`config.mk`:
```
export PLATFORM = sky130hd
export DESIGN_NAME = wtrgb_front
export DESIGN_NICKNAME = d
export VERILOG_FILES = /design/src/hw/rtl/wtrgb_pkg.sv /design/src/hw/rtl/wtrgb_front.sv
export SDC_FILE = /design/constraint.sdc
export NUM_CORES = 1
export LEC_CHECK = 0
export BUFFER_PORTS_ARGS = -buffer_cell sky130_fd_sc_hd__buf_2
export CORE_MARGIN = 2
export CORE_UTILIZATION = 58
export DETAILED_ROUTE_END_ITERATION = 10
export PLACE_DENSITY = 0.84
export SYNTH_ARGS = -nofsm -noshare
export SYNTH_HDL_FRONTEND = slang
export SYNTH_SLANG_ARGS = --single-unit
```
`constraint.sdc`:
```
create_clock -name clk -period 5.48 [get_ports clk]
set_input_delay 1.096 -clock clk [delete_from_list [all_inputs] [get_ports clk]]
set_output_delay 1.096 -clock clk [all_outputs]
set_load 0.05 [all_outputs]
```
`src/hw/rtl/wtrgb_pkg.sv`:
```
`timescale 1ns / 1ps

package wtrgb_pkg;

  // UQ1.15 full scale and the dim out-of-band level (0.3)
  localparam logic [15:0] ONE_Q = 16'd32768;
  localparam logic [15:0] DIM_Q = 16'd9830;

  // Band and segment borders in 1/64 nm
  localparam logic [15:0] W_380 = 16'd24320;
  localparam logic [15:0] W_420 = 16'd26880;
  localparam logic [15:0] W_440 = 16'd28160;
  localparam logic [15:0] W_490 = 16'd31360;
  localparam logic [15:0] W_510 = 16'd32640;
  localparam logic [15:0] W_580 = 16'd37120;
  localparam logic [15:0] W_645 = 16'd41280;
  localparam logic [15:0] W_700 = 16'd44800;
  localparam logic [15:0] W_750 = 16'd48000;

  // Queue between front and back
  localparam int FIFO_DEPTH = 4;
  localparam int FIFO_AW    = 2;

  // Constant divide: q = (n * ceil(2^RECIP_SH / L)) >> RECIP_SH, exact for n < 2^22, L < 128
  localparam int NUM_W    = 22;
  localparam int RECIP_W  = 25;
  localparam int PROD_W   = NUM_W + RECIP_W;
  localparam int RECIP_SH = 29;

  typedef enum logic [2:0] {
    CLS_BELOW,  // under 380 nm
    CLS_ABOVE,  // over 750 nm
    CLS_VB,     // violet to blue
    CLS_BC,     // blue to cyan
    CLS_CG,     // cyan to green
    CLS_GY,     // green to yellow
    CLS_YO,     // yellow to orange
    CLS_OR      // orange to red
  } cls_t;

  typedef enum logic [1:0] {
    RAMP_NONE,
    RAMP_LOW,
    RAMP_HIGH
  } ramp_t;

  typedef struct packed {
    cls_t              cls;
    ramp_t             ramp;
    logic [NUM_W-1:0]  n_ch;
    logic [NUM_W-1:0]  n_f;
    logic [15:0]       inten;
  } work_t;

  // Reciprocal of the segment length in nm
  function automatic logic [RECIP_W-1:0] seg_recip(cls_t cls);
    case (cls)
      CLS_VB:  return 25'd8947849;   // 60
      CLS_BC:  return 25'd10737419;  // 50
      CLS_CG:  return 25'd26843546;  // 20
      CLS_GY:  return 25'd7669585;   // 70
      CLS_YO:  return 25'd8259553;   // 65
      CLS_OR:  return 25'd5113057;   // 105
      default: return '0;
    endcase
  endfunction

  // Reciprocal of the ramp divisor
  function automatic logic [RECIP_W-1:0] ramp_recip(ramp_t ramp);
    case (ramp)
      RAMP_LOW:  return 25'd21474837;  // 25
      RAMP_HIGH: return 25'd4294968;   // 125
      default:   return '0;
    endcase
  endfunction

  // Quotient out of the product, clamped to full scale
  function automatic logic [15:0] quot(logic [PROD_W-1:0] p);
    logic [PROD_W-RECIP_SH-1:0] q;
    q = p[PROD_W-1:RECIP_SH];
    return (q > (PROD_W - RECIP_SH)'(ONE_Q)) ? ONE_Q : q[15:0];
  endfunction

  // UQ1.15 product rounded to nearest, clamped to full scale
  function automatic logic [15:0] qround(logic [31:0] p);
    logic [31:0] s;
    s = p + 32'd16384;
    return (s[31:15] > 17'(ONE_Q)) ? ONE_Q : s[30:15];
  endfunction

endpackage

```
`src/hw/rtl/wtrgb_front.sv`:
```
`timescale 1ns / 1ps

module wtrgb_front
  import wtrgb_pkg::*;
(
  input  logic        clk,
  input  logic        rst,
  input  logic        s_tvalid,
  output logic        s_tready,
  input  logic [31:0] s_tdata,
  output logic        push,
  output work_t       push_data,
  input  logic        full
);

  logic        valid;
  work_t       item;
  work_t       item_next;
  logic [15:0] w;
  logic [15:0] i;
  logic [15:0] x;
  logic [15:0] dl;
  logic [15:0] dh;
  logic [14:0] y_lo;
  logic [14:0] y_hi;
  logic        in_band;
  logic        take;

  assign w        = s_tdata[15:0];
  assign i        = s_tdata[31:16];
  assign s_tready = !valid || !full;
  assign take     = s_tvalid && s_tready;
  assign push     = valid && !full;
  assign push_data = item;

  assign in_band = (w >= W_380) && (w <= W_750);
  assign dl      = w - W_380;
  assign dh      = W_750 - w;
  assign y_lo    = 15'd7680 + dl[14:0] * 15'd7;
  assign y_hi    = 15'd9600 + dh[14:0] * 15'd7;

  // segment, numerator for the varying channel, edge ramp numerator
  always_comb begin
    item_next.inten = (i > ONE_Q) ? ONE_Q : i;
    item_next.n_ch  = '0;
    x               = '0;
    if (w < W_380) begin
      item_next.cls = CLS_BELOW;
    end else if (w > W_750) begin
      item_next.cls = CLS_ABOVE;
    end else if (w < W_440) begin
      item_next.cls  = CLS_VB;
      x              = W_440 - w;
      item_next.n_ch = {x[13:0], 8'd0} + 22'd30;
    end else if (w < W_490) begin
      item_next.cls  = CLS_BC;
      x              = w - W_440;
      item_next.n_ch = {x[12:0], 9'd0} + 22'd25;
    end else if (w < W_510) begin
      item_next.cls  = CLS_CG;
      x              = W_510 - w;
      item_next.n_ch = {x[12:0], 9'd0} + 22'd10;
    end else if (w < W_580) begin
      item_next.cls  = CLS_GY;
      x              = w - W_510;
      item_next.n_ch = {x[12:0], 9'd0} + 22'd35;
    end else if (w < W_645) begin
      item_next.cls  = CLS_YO;
      x              = 16'd45440 - w;  // 2L - d
      item_next.n_ch = {x[13:0], 8'd0} + 22'd32;
    end else begin
      item_next.cls  = CLS_OR;
      x              = W_750 - w;
      item_next.n_ch = {x[13:0], 8'd0} + 22'd52;
    end

    if (in_band && (w < W_420)) begin
      item_next.ramp = RAMP_LOW;
      item_next.n_f  = {2'd0, y_lo, 5'd0} + 22'd12;
    end else if (in_band && (w > W_700)) begin
      item_next.ramp = RAMP_HIGH;
      item_next.n_f  = {y_hi, 7'd0} + 22'd62;
    end else begin
      item_next.ramp = RAMP_NONE;
      item_next.n_f  = '0;
    end
  end

  always_ff @(posedge clk) begin
    if (rst) begin
      valid <= 1'b0;
    end else if (take) begin
      valid <= 1'b1;
    end else if (push) begin
      valid <= 1'b0;
    end
  end

  always_ff @(posedge clk) begin
    if (take) begin
      item <= item_next;
    end
  end

endmodule

```
; After elaboration in Yosys (flattened, before gate mapping)
; Cells that the tools add are included.
[classes]
addsub = 17
multipliers = 2
magnitude_cmp = 12
n_mux = 16
reduce_logical = 11
[ops]
columns = cell, n
row1 = $mux W22, 7
row2 = $add A22 B6 Y22 const B, 4
row3 = $lt A16 B15 Y1 const B, 5
row4 = $gt A16 B16 Y1 const B, 3
row5 = $add A22 B5 Y22 const B, 2
row6 = $lt A16 B16 Y1 const B, 2
row7 = $mul A15 B3 Y15 const B, 2
row8 = $sub A14 B14 Y14 const A, 2
row9 = $add A22 B4 Y22 const B, 1
row10 = $add A20 B4 Y21 const B, 1
row11 = $ge A16 B15 Y1 const B, 1
row12 = $le A16 B16 Y1 const B, 1
row13 = $add A13 B15 Y15 const A, 1
row14 = $add A14 B15 Y15 const A, 1
row15 = $sub A14 B15 Y15 const A, 1
row16 = $sub A15 B15 Y15 const B, 1
row17 = $sub A13 B12 Y13 const B, 1
row18 = $sub A13 B13 Y13 const A, 1
row19 = $sub A13 B13 Y13 const B, 1
row20 = $mux W2, 5
row21 = $logic_and A1 B1 Y1, 5
row22 = $mux W1, 4
row23 = $reduce_or A4 Y1, 1
row24 = $logic_not A1 Y1, 2
row25 = other kinds (3), 3
[word_totals]
regBits = 66
in_bits = 36
out_inout_bits = 67
word_cells = 66

; Depth between registers and ports, before layout
[logic_depth]
ltp_word = 7
depth_mapped = 18
mapped_depth_nobuf = 18

; Worst setup path after synthesis
; No wires, ideal clock.
[synth_path]
path_kind = input to register
start = input port s_tdata[1]
end = register item (netlist bit push_data[36]) (data pin)
setup_ns = 0.265
arrival_time_ns = 4.635
required_ns = 5.215
path_slack_ns = 0.581
cell_stages = 16
n_path_buf = 0
path_cell_list = inv_1 > ha_1 > and2b_1 > xnor2_1 > inv_1 > fa_1 > inv_1 > ha_1 > ha_1 > fa_1 > a21oi_1 > o21ai_0 > a2111oi_0 > o31ai_1 > xnor2_1 > nor2_1
[synth_via]
elab_chain_len = 6
word_cells_on_any_way = 17
cone_classes = add/sub (6) / mul (2) / order compare (4) / mux (2) / reduce/logical (3)
[synth_lines]
columns = element, line
row1 = "start, declared", wtrgb_front.sv:10  ; input logic [31:0] s_tdata,
row2 = $sub A14 B15 Y15, -
row3 = $mul A15 B3 Y15, wtrgb_front.sv:40  ; assign y_hi = 15'd9600 + dh[14:0] * 15'd7;
row4 = $add A14 B15 Y15, wtrgb_front.sv:40
row5 = $add A22 B6 Y22, wtrgb_front.sv:82  ; item_next.n_f = {y_hi, 7'd0} + 22'd62;
row6 = $mux W22, wtrgb_front.sv:80  ; end else if (in_band && (w > W_700)) begin
row7 = $mux W22 *, wtrgb_front.sv:77  ; if (in_band && (w < W_420)) begin
row8 = "end signal, assigned", wtrgb_front.sv:101  ; item <= item_next;
row9 = "end, declared", wtrgb_front.sv:17  ; work_t item;
; Mark *: on every way between the ends. The rest lies on a longest branch, timed or not.
; A chain may end at the register's enable or synchronous reset.

; Worst setup path after layout
; Ends and elaborated chain as after synthesis.

==> flow_metrics.env <==
export IMPL_end_kind="register"
export IMPL_drt_wl_total_mm=14.77
export IMPL_drt_first_pass_iters=5
export IMPL_cp_num_buf_inv=4
export IMPL_hpwlAfterDp_mm=10.92
export IMPL_cts_tree="built"
export IMPL_ios=103
export IMPL_grt_overflow=0
export IMPL_drc=0
export IMPL_worstPathArrival_ps=5020
export IMPL_drive_gt1_share_pct=21.03
export IMPL_worst_path_max_fanout=7
export IMPL_seq_area_frac_synth_pct=30.59
export IMPL_hold_class="register to register"
export IMPL_postRouteAntennaNets=0
export IMPL_finClkSkew_ps=5.935
export IMPL_critPathKind="input pin to register"
export IMPL_fill_cells=750
export IMPL_ys_seq_elements=60
export IMPL_cts_htree_levels=3
export IMPL_initial_core_util_pct=59.92
export IMPL_synth_ff_type="edfxtp_1"
export IMPL_instances_no_fill=832
export IMPL_cellPowerDensity_nw_per_um2=295.9
export IMPL_synthToLayoutAreaGrowth_pct=13.78
export IMPL_rows=36
export IMPL_period_share_pct=90.04
export IMPL_setup_viol=0
export IMPL_drt_iter0_markers=409
export IMPL_fmax_mhz=202.7
export IMPL_cts_resized=0
export IMPL_fin_nets=826
export IMPL_grt_max_degree=60
export IMPL_root_buffer="clkbuf_8"
export IMPL_io_buffer_count=99
export IMPL_worst_setup_path_start_kind="input pin"
export IMPL_drt_vias_per_instance=5.891
export IMPL_finalSetupTns_ps=0
export IMPL_synth_distinct_cells=68
export IMPL_synthTopCellsByArea="edfxtp_1 (30%), ha_1 (16%), fa_1 (6.8%), xnor2_1 (6.1%), inv_1 (3.8%)"
export IMPL_maxCapViolCount=0
export IMPL_grt_pass1_wl_mm=23.98
export IMPL_track_usage_pct=27.55
export IMPL_numCtsBuffers=9
export IMPL_synth_largest_area_cell="edfxtp_1"
export IMPL_num_vias=4901
export IMPL_core_um2=9774
export IMPL_yosys_warnings=0
export IMPL_syn_cell_area_um2=5857
export IMPL_cts_sinks=60
export IMPL_place_congestion=0.9345
export IMPL_synth_commonest_cells="ha_1 (76), edfxtp_1 (59), inv_1 (59)"
export IMPL_grt_pass1_vias=4762
export IMPL_dpl_cell_count=816
export IMPL_maxSlewViolCount=0
export IMPL_max_slew_margin_pct=33.89
export IMPL_clk_path_buf_depth=2
export IMPL_cpPeakStageDelay_ps=620
export IMPL_crit_required_ps=5570
export IMPL_period_needed_ps=4934
export IMPL_synth_async_reset_ratio_pct=0
export IMPL_holdWs_ps=518.8
export IMPL_clk_pin_slew_ps=80
export IMPL_power_mw=1.972
export IMPL_antenna_found_initial=0
export IMPL_peakVddDrop_mv=0.1424
export IMPL_status="finished, final reports clean"
export IMPL_num_antenna_cells=0
export IMPL_syn_inst=597
export IMPL_netlist_area_leader_share_pct=30.25
export IMPL_worst_pin_slew_ps=966.6
export IMPL_rsz0062_at_grt="no"
export IMPL_drt_wirelength_per_cell_um=17.75
export IMPL_cp_top_family="adder cells"
export IMPL_post_cts_setup_buffers=0
export IMPL_hold_violations=0
export IMPL_path_cells="buf_2 > inv_1 > ha_1 > and2b_1 > xnor2_1 > inv_1 > fa_1 > inv_1 > ha_1 > ha_1 > fa_1 > a21oi_1 > o21ai_0 > a2111oi_0 > o31ai_1 > xnor2_1 > nor2_1"
export IMPL_slowest_stage="a2111oi_0"
export IMPL_die_area_um2=10920
export IMPL_die_h_um=104.5
export IMPL_synth_most_common_cell="ha_1"
export IMPL_p_leak_nw=3.074
export IMPL_syn_avg_cell_area_um2=9.810
export IMPL_dieWidth_um=104.5
export IMPL_ctsHoldBuffers=0
export IMPL_clk_insertion_delay_late_ps=350
export IMPL_synth_edf_count=59
-- per-layer routing --
layer  GRT usage (%)  vias up  part of all wire (%)
met3           4.261       26                   6.6
met1           36.28     2360                    43
met2           46.31      200                    49
li1                -     2315                     -
met4           9.266        0                   1.8
met5               0        -                     0
-- logic make-up (layout without fill, tap and decap cells) --
logic type               after synthesis  in the layout  share of synthesized area, %
XOR/XNOR                              60             60                         9.207
AO/OA/AOI/OAI                        144            144                         17.35
multiplexers                           4              4                        0.6836
flip-flops                            60             60                         30.59
AND/OR/NAND/NOR                      144            144                         12.39
buffers and inverters                 88            188                         6.644
adder cells (fa/ha/maj)               96             96                         23.07
other                                  1              3                       0.06403
-- worst paths after layout --
path	from	slack [ps]	to	cells after the start
max	s_tdata[1]	550	push_data[36]$_SDFFCE_PP0P_	17
min	valid$_SDFFE_PP0P_	520	valid$_SDFFE_PP0P_	2
min reg2reg	valid$_SDFFE_PP0P_	520	valid$_SDFFE_PP0P_	2
max reg2reg	valid$_SDFFE_PP0P_	3940	push_data[32]$_DFFE_PP_	3
-- registers in the layout (all words and copies together) (netlist names) --
name	cells
push_data	59
valid	1
-- area by class of cell --
class / instances / area, um2 / area share [%]
Clock buffer: 9 / 123.9 / 1.859
Multi-Input combinational cell: 451 / 3685 / 55.29
Timing Repair Buffer: 113 / 600.6 / 9.012
Sequential cell: 60 / 1792 / 26.89
Inverter: 59 / 221.5 / 3.323
Tap cell: 133 / 166.4 / 2.497
Clock inverter: 7 / 75.07 / 1.127
-- report_power, final --
group | switching [mW] | internal [mW] | leakage, nW | total, mW
Sequential | 0.00810 | 0.547 | 0.596 | 0.556
Combinational | 0.620 | 0.388 | 2.37 | 1.01
Clock | 0.197 | 0.212 | 0.104 | 0.409
-- worst reg2reg max path, cell delays in order, from the launching register on --
cell	delay, ps
dfxtp_1	330
nand2_1	80
and2_2	150
buf_4	590
-- cells in the final DEF, fill, tap and decap left out, types with 4 or more instances in the layout --
cell      instances
mux2i_1           4
o22ai_1          11
o21bai_1          4
nor2b_1          17
o21ai_0          29
a31oi_1           5
buf_4            14
o21ai_1           4
xnor2_1          41
a211o_1           5
a222oi_1          5
and3_1            7
o31ai_1           5
nor4_1            4
a21oi_1          25
nor3_1            7
o21a_1            7
nor2_1           38
xor2_1           18
clkbuf_8          9
edfxtp_1         59
ha_1             76
fa_1             20
inv_1            59
buf_2            99
nand2_1          37
nand3_1           8
nand4_1           6
a21o_1            9
-- stage by stage --
step / cell area, um2 / util, % / worst slack, ps
after floorplan: 5864 / - / 580.5
after global placement: 6465 / 66.14 / 350.6
after detailed placement: 6465 / 66.14 / 250.5
after CTS: 6664 / 68.18 / 594.5
after global routing: 6664 / 68.18 / 238.3
final: 6664 / 68.18 / 545.8
Note: power is estimated with default switching activity, not from simulation.
