`config.mk`:
```
export PLATFORM = sky130hd
export DESIGN_NAME = wtrgb_fifo
export DESIGN_NICKNAME = d
export VERILOG_FILES = /design/src/hw/rtl/wtrgb_pkg.sv /design/src/hw/rtl/wtrgb_fifo.sv
export SDC_FILE = /design/constraint.sdc
export NUM_CORES = 1
export LEC_CHECK = 0
export BUFFER_PORTS_ARGS = -buffer_cell sky130_fd_sc_hd__buf_2
export CORE_ASPECT_RATIO = 0.5
export CORE_UTILIZATION = 57
export DETAILED_ROUTE_END_ITERATION = 8
export PLACE_DENSITY = 0.89
export SLEW_MARGIN = 25
export SYNTH_ARGS = -nofsm -noshare
export SYNTH_HDL_FRONTEND = slang
export SYNTH_SLANG_ARGS = --single-unit
```
`constraint.sdc`:
```
create_clock -name clk -period 3.3 [get_ports clk]
set_input_delay 0.33 -clock clk [delete_from_list [all_inputs] [get_ports clk]]
set_output_delay 0.33 -clock clk [all_outputs]
set_load 0.03 [all_outputs]
```
`src/hw/rtl/wtrgb_pkg.sv`:
```
`timescale 1ns / 1ps

package wtrgb_pkg;

  // UQ1.15 full scale and the dim out-of-band level (0.3)
  localparam logic [15:0] ONE_Q = 16'd32768;
  localparam logic [15:0] DIM_Q = 16'd9830;

  // Band and segment borders in 1/64 nm
  localparam logic [15:0] W_380 = 16'd24320;
  localparam logic [15:0] W_420 = 16'd26880;
  localparam logic [15:0] W_440 = 16'd28160;
  localparam logic [15:0] W_490 = 16'd31360;
  localparam logic [15:0] W_510 = 16'd32640;
  localparam logic [15:0] W_580 = 16'd37120;
  localparam logic [15:0] W_645 = 16'd41280;
  localparam logic [15:0] W_700 = 16'd44800;
  localparam logic [15:0] W_750 = 16'd48000;

  // Queue between front and back
  localparam int FIFO_DEPTH = 4;
  localparam int FIFO_AW    = 2;

  // Constant divide: q = (n * ceil(2^RECIP_SH / L)) >> RECIP_SH, exact for n < 2^22, L < 128
  localparam int NUM_W    = 22;
  localparam int RECIP_W  = 25;
  localparam int PROD_W   = NUM_W + RECIP_W;
  localparam int RECIP_SH = 29;

  typedef enum logic [2:0] {
    CLS_BELOW,  // under 380 nm
    CLS_ABOVE,  // over 750 nm
    CLS_VB,     // violet to blue
    CLS_BC,     // blue to cyan
    CLS_CG,     // cyan to green
    CLS_GY,     // green to yellow
    CLS_YO,     // yellow to orange
    CLS_OR      // orange to red
  } cls_t;

  typedef enum logic [1:0] {
    RAMP_NONE,
    RAMP_LOW,
    RAMP_HIGH
  } ramp_t;

  typedef struct packed {
    cls_t              cls;
    ramp_t             ramp;
    logic [NUM_W-1:0]  n_ch;
    logic [NUM_W-1:0]  n_f;
    logic [15:0]       inten;
  } work_t;

  // Reciprocal of the segment length in nm
  function automatic logic [RECIP_W-1:0] seg_recip(cls_t cls);
    case (cls)
      CLS_VB:  return 25'd8947849;   // 60
      CLS_BC:  return 25'd10737419;  // 50
      CLS_CG:  return 25'd26843546;  // 20
      CLS_GY:  return 25'd7669585;   // 70
      CLS_YO:  return 25'd8259553;   // 65
      CLS_OR:  return 25'd5113057;   // 105
      default: return '0;
    endcase
  endfunction

  // Reciprocal of the ramp divisor
  function automatic logic [RECIP_W-1:0] ramp_recip(ramp_t ramp);
    case (ramp)
      RAMP_LOW:  return 25'd21474837;  // 25
      RAMP_HIGH: return 25'd4294968;   // 125
      default:   return '0;
    endcase
  endfunction

  // Quotient out of the product, clamped to full scale
  function automatic logic [15:0] quot(logic [PROD_W-1:0] p);
    logic [PROD_W-RECIP_SH-1:0] q;
    q = p[PROD_W-1:RECIP_SH];
    return (q > (PROD_W - RECIP_SH)'(ONE_Q)) ? ONE_Q : q[15:0];
  endfunction

  // UQ1.15 product rounded to nearest, clamped to full scale
  function automatic logic [15:0] qround(logic [31:0] p);
    logic [31:0] s;
    s = p + 32'd16384;
    return (s[31:15] > 17'(ONE_Q)) ? ONE_Q : s[30:15];
  endfunction

endpackage

```
`src/hw/rtl/wtrgb_fifo.sv`:
```
`timescale 1ns / 1ps

module wtrgb_fifo
  import wtrgb_pkg::*;
(
  input  logic  clk,
  input  logic  rst,
  input  logic  push,
  input  work_t push_data,
  output logic  full,
  input  logic  pop,
  output work_t pop_data,
  output logic  empty
);

  work_t              mem [FIFO_DEPTH];
  logic [FIFO_AW-1:0] wr_ptr;
  logic [FIFO_AW-1:0] rd_ptr;
  logic [FIFO_AW:0]   count;

  assign full     = (count == (FIFO_AW + 1)'(FIFO_DEPTH));
  assign empty    = (count == '0);
  assign pop_data = mem[rd_ptr];

  always_ff @(posedge clk) begin
    if (rst) begin
      wr_ptr <= '0;
      rd_ptr <= '0;
      count  <= '0;
    end else begin
      if (push) begin
        wr_ptr <= wr_ptr + 1'b1;
      end
      if (pop) begin
        rd_ptr <= rd_ptr + 1'b1;
      end
      if (push && !pop) begin
        count <= count + 1'b1;
      end else if (pop && !push) begin
        count <= count - 1'b1;
      end
    end
  end

  always_ff @(posedge clk) begin
    if (push) begin
      mem[wr_ptr] <= push_data;
    end
  end

endmodule

```
After elaboration in Yosys (flattened, before gate mapping):

Memory sizes are Yosys's and may differ from the RTL's. A register that Yosys moved wholly into a read port is not among the register bits.
Index checks and enable logic that the tools add are counted.

* bits in registers: 7
* RAM bits: 260
* input bits: 69
* output and inout bits: 67
* logic and storage cells: 21
* memories kept: 1

Memory list
* mem: words 4, bits a word 65, read ports 1, clocked after memory_dff 1, write ports 1, line wtrgb_fifo.sv:16 `work_t mem [FIFO_DEPTH];`

* add/sub/neg operators: 4
* equality and inequality tests: 1
* muxes and demuxes: 6
* reduce and logical (&&, ||, !) cells: 6

Operators with widths (number)
* 3-bit 2-to-1 mux: 2
* 2-bit by 1-bit adder with 2-bit output, second input constant: 2
* 2-bit 2-to-1 mux: 2
* 3-bit by 1-bit adder with 3-bit output, second input constant: 1
* 3-bit equality test, second input constant: 1
* 3-bit logical NOT: 1
* 3-bit by 1-bit subtractor with 3-bit output, second input constant: 1
* 1-bit logical AND: 2
* 1-bit logical NOT: 2
* 1-bit 2-to-1 mux: 2
* 2-bit nonzero test: 1

Longest topological paths before layout:

Gate-level depths: netlist of run 1.

* depth after elaboration: 4
* mapped depth: 7
* mapped depth without buffers: 7

Worst setup path after synthesis of run 1:

OpenSTA, ideal clock, no wires.

* path type: reg2reg
* from: register wr_ptr[0]
* to: memory mem[0][0] (netlist bit), enable pin
* setup time: 0.430 ns
* arrival: 2.070 ns
* data required time: 2.870 ns
* path slack: 0.800 ns
* stages on the path, launching flop included: 4
* cell sequence: dfxtp_1 inv_1 ha_1 and2_1

RTL lines
* from (decl): line wtrgb_fifo.sv:17 `logic [FIFO_AW-1:0] wr_ptr;`
* from (signal assigned): line wtrgb_fifo.sv:32 `wr_ptr <= wr_ptr + 1'b1;`
* to (decl): line wtrgb_fifo.sv:16

No word-level cell before the write port.

==> flow_summary.yaml, run 1 <==
outcome:
  status: "complete, no violations"
clock_network:
  cts_tree: "yes"
  cts.path.max_buffers: 3
  h-tree-depth: 1
  worstSkewPairLatency_ns: 0.49
  postCtsSetupRepairBufs: 0
  cts_made_buffers: 22
  clk_transition_reported_paths_ns: 0.07
  cts_hold_buf: 0
  post_cts_resized: 0
  cts_sinks: 269
  root_buffer: "clkbuf_16"
logic_synthesis:
  synth_top_cell_by_area: "edfxtp_1"
  synth_area_leaders: "edfxtp_1 (79%), mux4_2 (15%), dfxtp_1 (1.8%), buf_12 (1.0%), ha_1 (0.63%)"
  synth_area_sq_um: 9853
  synth_cells: 383
  synth-seq-area-share_pct: 81.07
  synth-seq-cells: 269
  synth_top_area_share_pct: 79.24
  synth_cell_types: 22
  yosys_warnings: 0
  syn_area_per_cell_sq_um: 25.73
  syn-num-nets: 458
finish:
  n_antenna_cell: 0
  final_util_pct: 68.10
  fin_cells: 769
  drive_above_1_share_pct: 42.99
  syn2layout_area_growth_pct: 15.01
  fin_area_sq_um: 11330
  fin_nets: 604
timing:
  slew_viol_final: 0
  fin_setup_tns_ns: 0
  setup_viol: 0
  rsz0062_at_grt: "false"
  fmax_ghz: 0.3724
  clock-skew-final_ns: 0.007132
  hold_violations: 0
  timing.final.crit_period_ns: 2.686
  period_share_pct: 81.38
  slew_headroom_pct: 32.86
  worstMarginPinSlew_ns: 1.007
floorplan:
  core_sq_um: 16640
  row_count: 33
  die_area_sq_um: 17850
  io_pins: 136
  die_y_um: 94.97
  start_util_pct: 59.21
  dieWidth_um: 187.9
detailed_routing:
  via_per_inst: 5.618
  drc: 0
  ant_nets: 0
  wl_um: 16970
  first_pass_iters: 4
  vias: 4320
  first_iter_violations: 297
  wl_per_cell_um: 22.06
setup_path:
  end_kind: "output port"
  worstSetupEndpoint: "pop_data[21]"
  crit_path_top_delay_cell: "dfxtp_4"
  cp.required_ns: 2.97
  crit_fanout: 27
  r2r_start: "wr_ptr[0]"
  r2r_end: "mem[1][25]"
  path_cells: "buf_4 -> mux4_2 -> buf_2"
  reg2reg_depth: 2
  start_kind: "flip-flop"
  r2r_setup_slack_ns: 1.46
  critPathArrivalTime_ns: 2.36
  slowest_delay_ns: 0.72
  crit_type: "flip-flop to output port"
global_routing:
  grt_use_met2_pct: 34.88
  top_usage_layer: "met2"
  grt_pass1_vias: 4449
  grt_util_met1_pct: 25.48
  grt_max_degree: 66
  grt_pass1_wl_um: 25560
  track_usage_pct: 19.50
  met3_usage_pct: 3.567
  overflow: 0
  antenna_found_initial: 1
min_path:
  hold_class: "primary input to flip-flop"
placement:
  placed_area_sq_um: 10700
  hpwl_um: 9628
  dp.cells: 732
  routabilityCongestion: 0.6922
  port_buffers: 135
power_and_ir_drop:
  power_mw: 7.215
  power-per-cell-area_nw_per_um2: 636.6
  p_leak_nw: 3.801
  ir_drop_mv: 0.3381
run:
  maxCapViolCount: 0
cells by family after synthesis:
kind of cell               Yosys count  share of synthesized area [%]
AOI/OAI and AO/OA                    2                         0.1015
DFF                                269                          81.07
adders and majority gates            6                         0.8381
xor gates and xnor gates             5                         0.4445
muxes                               67                          15.06
and+or+nand+nor                     15                         0.7492
buffers and inverters               19                          1.740
worst min-delay path by stage:
| stage | end | start | cells past startpoint |
|---|---|---|---|
| floorplan | mem[0][0] | push_data[0] | 0 |
| global placement | count[2] | count[2] | 2 |
| detailed placement | count[2] | count[2] | 2 |
| CTS | mem[0][37] | push_data[37] | 1 |
| global route | mem[1][37] | push_data[37] | 1 |
| finish | mem[0][37] | push_data[37] | 1 |
critical path: cells and delay by family (launching register included):
kind,cells,cell delay [ns]
flip-flops,1,0.72
buffers and inverters,2,0.56
multiplexers,1,0.56
area by class of cell:
type	count	area (sq um)
Sequential cell	269	7995
Fill cell	991	5308
Multi-Input combinational cell	95	1704
Timing Repair Buffer	137	703.2
Clock buffer	33	613.1
Tap cell	227	284.0
Clock inverter	4	17.52
Inverter	4	15.01
layout by cell type (no fill, tap or decap):
cell type,n
ha_1,5
mux4_2,65
buf_12,1
clkbuf_1,10
xnor2_1,2
nor3b_1,1
dfxtp_4,2
clkinv_2,2
dfxtp_1,7
edfxtp_1,260
clkinv_1,2
clkbuf_16,23
nor2_1,7
or3_1,1
inv_1,4
mux2i_1,2
fa_1,1
buf_4,1
nor3_1,1
buf_2,135
xor2_1,3
o21ai_0,1
nand2_1,1
and2_4,4
a21oi_1,1
report_power, final:
part	internal (mW)	total, mW	switching [mW]
combinational	0.325	0.853	0.528
sequential	3.92	4.01	0.0924
clock	1.28	2.35	1.07
total	5.53	7.21	1.69
flip-flops by register name, indices dropped and copies added, names as in the netlist, named ones only:
register / cells
rd_ptr: 2
count: 3
wr_ptr: 2
mem: 260
per-layer routing:
| metal | wire, um | part of all wire, % |
|---|---|---|
| met5 | 0 | 0 |
| met4 | 247 | 1.5 |
| met3 | 679 | 4.0 |
| met2 | 9173 | 54 |
| met1 | 6865 | 40 |
Yosys cell counts:
| cell type | instances |
|---|---|
| buf_6 | 1 |
| fa_1 | 1 |
| a21oi_1 | 1 |
| inv_1 | 4 |
| clkbuf_1 | 2 |
| xnor2_1 | 2 |
| nor2_1 | 7 |
| nor3_1 | 1 |
| edfxtp_1 | 260 |
| buf_2 | 6 |
| o21ai_0 | 1 |
| buf_4 | 1 |
| ha_1 | 5 |
| nor3b_1 | 1 |
| or3_1 | 1 |
| mux2i_1 | 2 |
| dfxtp_1 | 9 |
| and2_1 | 4 |
| xor2_1 | 3 |
| buf_12 | 5 |
| mux4_2 | 65 |
| nand2_1 | 1 |
metrics by stage:
stage / hold WS [ns] / setup slack, ns
4_1_cts: 0.03128 / 0.5392
3_3_place_gp: 0.4829 / 1.115
6_report: 0.04928 / 0.6144
2_1_floorplan: 0.4289 / 0.8001
5_1_grt: 0.03099 / 0.4706
3_5_place_dp: 0.5053 / 1.118
Note: power is estimated with default switching activity, not from simulation.
==> run 2: changes to the inputs <==
==> constraint.sdc (replaced) <==
create_clock -name clk -period 2.5 [get_ports clk]
set_input_delay 0.25 -clock clk [delete_from_list [all_inputs] [get_ports clk]]
set_output_delay 0.25 -clock clk [all_outputs]
set_load 0.03 [all_outputs]
==> flow_summary.yaml, run 2 (synthesis results as in run 1) <==
power_and_ir_drop:
  p_int_mw: 7.641
  p_leak_nw: 4.190
  p_sw_share_pct: 23.97
  power-per-cell-area_nw_per_um2: 821.2
  p_comb_share_pct: 12.9
  ir_drop_mv: 0.4492
  switching_power_mw: 2.409
  p_clk_share_pct: 34.8
  power_frac_seq_pct: 52.3
timing:
  period_share_pct: 90.55
  fmax_ghz: 0.4417
  slew_viol_final: 0
  slew_headroom_pct: 68.11
  clock-skew-final_ns: 0.01313
  hold_violations: 0
  worstMarginPinSlew_ns: 0.4784
  setup_viol: 0
  fin_setup_tns_ns: 0
  timing.final.crit_period_ns: 2.264
  rsz0062_at_grt: "false"
clock_network:
  h-tree-depth: 1
  cts_tree: "yes"
  cts_sinks: 269
  post_cts_resized: 0
  clk_transition_reported_paths_ns: 0.07
  cts.path.max_buffers: 3
  cts_made_buffers: 23
  worstSkewPairLatency_ns: 0.50
  root_buffer: "clkbuf_16"
setup_path:
  start_kind: "flip-flop"
  reg2reg_depth: 3
  slowest_delay_ns: 0.62
  critPathArrivalTime_ns: 2.01
  cp.required_ns: 2.25
  path_cells: "buf_12 -> mux4_2 -> buf_2"
  end_kind: "output port"
  r2r_start: "wr_ptr[0]"
  r2r_end: "mem[1][22]"
  crit_path_top_delay_cell: "dfxtp_4"
  crit_fanout: 37
  crit_type: "flip-flop to output port"
  r2r_setup_slack_ns: 0.86
floorplan:
  io_pins: 136
  dieWidth_um: 187.9
  row_count: 33
  die_y_um: 94.97
  start_util_pct: 59.21
  die_area_sq_um: 17850
  core_sq_um: 16640
min_path:
  min_from: "rst"
  holdPathStages: 2
  hold_class: "primary input to flip-flop"
placement:
  placed_area_sq_um: 10850
  port_buffers: 135
  routabilityCongestion: 0.7128
  dp.cells: 742
  hpwl_um: 10620
finish:
  fin_cells: 848
  drive_above_1_share_pct: 40.74
  largest_register: "mem"
  layout_commonest_cell: "edfxtp_1"
  regArea_sq_um: 7995
  fin_nets: 680
  fill_cells: 900
  largest_reg_flops: 260
  n_antenna_cell: 0
  syn2layout_area_growth_pct: 24.20
  fin_area_sq_um: 12240
  multiInputGateArea_sq_um: 1704
  reg_top3: "mem: 260 flops, count: 3 flops"
  final_cell_mix: "edfxtp_1 (260), buf_2 (135), mux4_2 (65), dlygate4sd3_1 (65), clkbuf_16 (23)"
run:
  maxCapViolCount: 0
global_routing:
  grt_pass1_wl_um: 28420
  grt_pass1_vias: 5039
  grt_max_degree: 38
  overflow: 0
  antenna_found_initial: 0
  track_usage_pct: 21.63
detailed_routing:
  via_per_inst: 5.534
  vias: 4693
  wl_um: 18720
  drc: 0
  wl_per_cell_um: 22.07
  first_pass_iters: 5
  first_iter_violations: 277
  ant_nets: 0
outcome:
  status: "complete, no violations"
[run 2: final cells by class]
class,instances,share of cell area [%]
flip-flops and latches,269,65.33
clock inverters,13,1.074
multi-input cells,95,13.92
inverters,4,0.1227
well taps,227,2.321
clock buffers,28,4.938
repair buffers,212,12.29
[run 2: worst max-delay path by stage]
stage	from	to	slack [ns]	cells past startpoint
6_report	flip-flop	pop_data[64]	0.24	3
5_1_grt	flip-flop	pop_data[64]	0.17	3
3_5_place_dp	push	count[2]	0.73	7
3_3_place_gp	flip-flop	pop_data[62]	0.77	3
4_1_cts	flip-flop	pop_data[25]	0.23	3
2_1_floorplan	wr_ptr[0]	mem[0][0]	0.00005	3
[run 2: metal layers]
metal	track usage [%]	part of all wire [%]	vias up
met5	0	0	-
met4	5.623	1.9	0
met1	28.67	41	2425
li1	-	-	2071
met3	3.567	4.9	29
met2	38.21	52	168
[run 2: critical path: cells and delay by family, from the launching register on]
family,cells,cell delay [ns]
buffers and inverters,2,0.49
DFF,1,0.62
muxes,1,0.36
[run 2: repair_timing]
action / CTS / global route
hold buffers: 65 / 0
setup buffers: 0 / 0
hold endpoints to repair: 260 / 0
[run 2: stage by stage]
stage                     worst slack (ns)  power (mW)  util, %  hold WS [ns]
after CTS                           0.2286       10.10    73.55      0.007321
after global placement              0.7730       6.517    65.22        0.4601
after floorplan                 0.00005373       6.192        -        0.3489
final                               0.2362       10.05    73.55       0.01755
after detailed placement            0.7334       6.568    65.22        0.4659
after global routing                0.1679       10.36    73.55       0.01970
[run 2: power by group through the flow]
stage | Sequential, mW | Clock (mW) | Combinational [mW]
2_1_floorplan | 5.32 | 0 | 0.872
3_5_place_dp | 5.35 | 0 | 1.22
5_1_grt | 5.27 | 3.72 | 1.37
4_1_cts | 5.26 | 3.54 | 1.30
6_report | 5.26 | 3.50 | 1.30
3_3_place_gp | 5.33 | 0 | 1.19
==> run 3: changes to the inputs <==
--- a/config.mk
+++ b/config.mk
@@ -10,7 +10,8 @@
 export CORE_UTILIZATION = 57
 export DETAILED_ROUTE_END_ITERATION = 8
 export PLACE_DENSITY = 0.89
-export SLEW_MARGIN = 25
+export RECOVER_POWER = 25
+export SLEW_MARGIN = 10
 export SYNTH_ARGS = -nofsm -noshare
 export SYNTH_HDL_FRONTEND = slang
 export SYNTH_SLANG_ARGS = --single-unit
==> flow_summary.yaml, run 3 (synthesis results as in run 1) <==
setup_path:
  r2r_start: "wr_ptr[0]"
  slowest_delay_ns: 0.62
  crit_path_top_delay_cell: "dfxtp_4"
  path_cells: "buf_12 -> mux4_2 -> buf_2"
  reg2reg_depth: 3
  r2r_end: "mem[1][22]"
  crit_type: "flip-flop to output port"
  start_kind: "flip-flop"
  crit_fanout: 37
  end_kind: "output port"
  r2r_setup_slack_ns: 0.86
  critPathArrivalTime_ns: 2.01
  crit_family: "flip-flops"
  timing.critical_path.buf_inv: 2
  cp.required_ns: 2.25
detailed_routing:
  ant_nets: 0
  first_pass_iters: 5
  met1_length_um: 7736
  dr_wl_met2_um: 9801
  dr_wl_met3_um: 800
  wl_um: 18690
  topRoutingLayerUsed: "met4"
  via_per_inst: 5.554
  drc: 0
  first_iter_violations: 311
  vias: 4710
  wl_per_cell_um: 22.04
finish:
  reg_top3: "mem: 260 flops, count: 3 flops"
  largest_register: "mem"
  drive_above_1_share_pct: 34.14
  regArea_sq_um: 7995
  layout_commonest_cell: "edfxtp_1"
  n_antenna_cell: 0
  multiInputGateArea_sq_um: 1704
  final_util_pct: 73.24
  fin_cells: 848
  syn2layout_area_growth_pct: 23.68
  fin_area_sq_um: 12190
  fin_nets: 680
  largest_reg_flops: 260
  final_cell_mix: "edfxtp_1 (260), buf_2 (94), mux4_2 (65), dlygate4sd3_1 (65), clkbuf_1 (45)"
  fill_cells: 920
placement:
  dp.cells: 742
  hpwl_um: 10620
  port_buffers: 135
  placed_area_sq_um: 10850
  place_ws_ns: 0.7334
  routabilityCongestion: 0.7128
run:
  maxCapViolCount: 0
timing:
  fin_ws_ns: 0.2380
  hold_violations: 0
  slew_headroom_pct: 67.97
  worstMarginPinSlew_ns: 0.4804
  slew_viol_final: 0
  fmax_ghz: 0.4421
  holdWs_ns: 0.01576
  setup_viol: 0
  rsz0062_at_grt: "false"
  fin_setup_tns_ns: 0
  timing.final.crit_period_ns: 2.262
  clock-skew-final_ns: 0.01145
  period_share_pct: 90.48
floorplan:
  die_area_sq_um: 17850
  io_pins: 136
  core_sq_um: 16640
  row_count: 33
  die_y_um: 94.97
  dieWidth_um: 187.9
  start_util_pct: 59.21
clock_network:
  cts_sinks: 269
  clk_transition_reported_paths_ns: 0.07
  cts.path.max_buffers: 3
  worstSkewPairLatency_ns: 0.50
  root_buffer: "clkbuf_16"
  cts_made_buffers: 23
  h-tree-depth: 1
  cts_tree: "yes"
  postCtsSetupRepairBufs: 0
outcome:
  status: "complete, no violations"
global_routing:
  overflow: 0
  grt_pass1_wl_um: 28420
  grt_max_degree: 38
  antenna_found_initial: 0
  track_usage_pct: 21.63
  grt_pass1_vias: 5039
min_path:
  holdPathStages: 2
  min_from: "rst"
  hold_class: "primary input to flip-flop"
power_and_ir_drop:
  power-per-cell-area_nw_per_um2: 823.7
  ir_drop_mv: 0.4501
  power_mw: 10.04
  p_leak_nw: 4.077
==> run 3: routing by layer <==
layer / vias to the layer above / global-route usage, %
met5: - / 0
met4: 0 / 5.623
met3: 29 / 3.567
met2: 147 / 38.21
met1: 2465 / 28.67
li1: 2069 / -
==> run 3: area by class of cell <==
class | instances | area share (%)
timing repair buffer | 212 | 11.92
clock buffer | 28 | 4.959
inverter | 4 | 0.1232
sequential | 269 | 65.61
multi-input combinational | 95 | 13.98
clock inverter | 13 | 1.078
tap | 227 | 2.331
==> run 3: repair_timing <==
item,4_1_cts,5_1_grt
hold buffers,65,0
hold endpoints to repair,260,0
resized for setup,0,0
==> run 3: power breakdown <==
part / leakage [nW] / switching, mW / internal [mW]
combinational: 1.26 / 0.773 / 0.513
clock: 0.352 / 1.55 / 1.95
sequential: 2.46 / 0.0835 / 5.17
==> run 3: worst max path at each step <==
stage / from / end / slack (ns) / cells past startpoint
2_1_floorplan: wr_ptr[0] / mem[0][0] / 0.00005 / 3
3_3_place_gp: flip-flop / pop_data[62] / 0.77 / 3
3_5_place_dp: push / count[2] / 0.73 / 7
4_1_cts: flip-flop / pop_data[25] / 0.23 / 3
5_1_grt: flip-flop / pop_data[64] / 0.17 / 3
6_report: flip-flop / pop_data[64] / 0.24 / 3
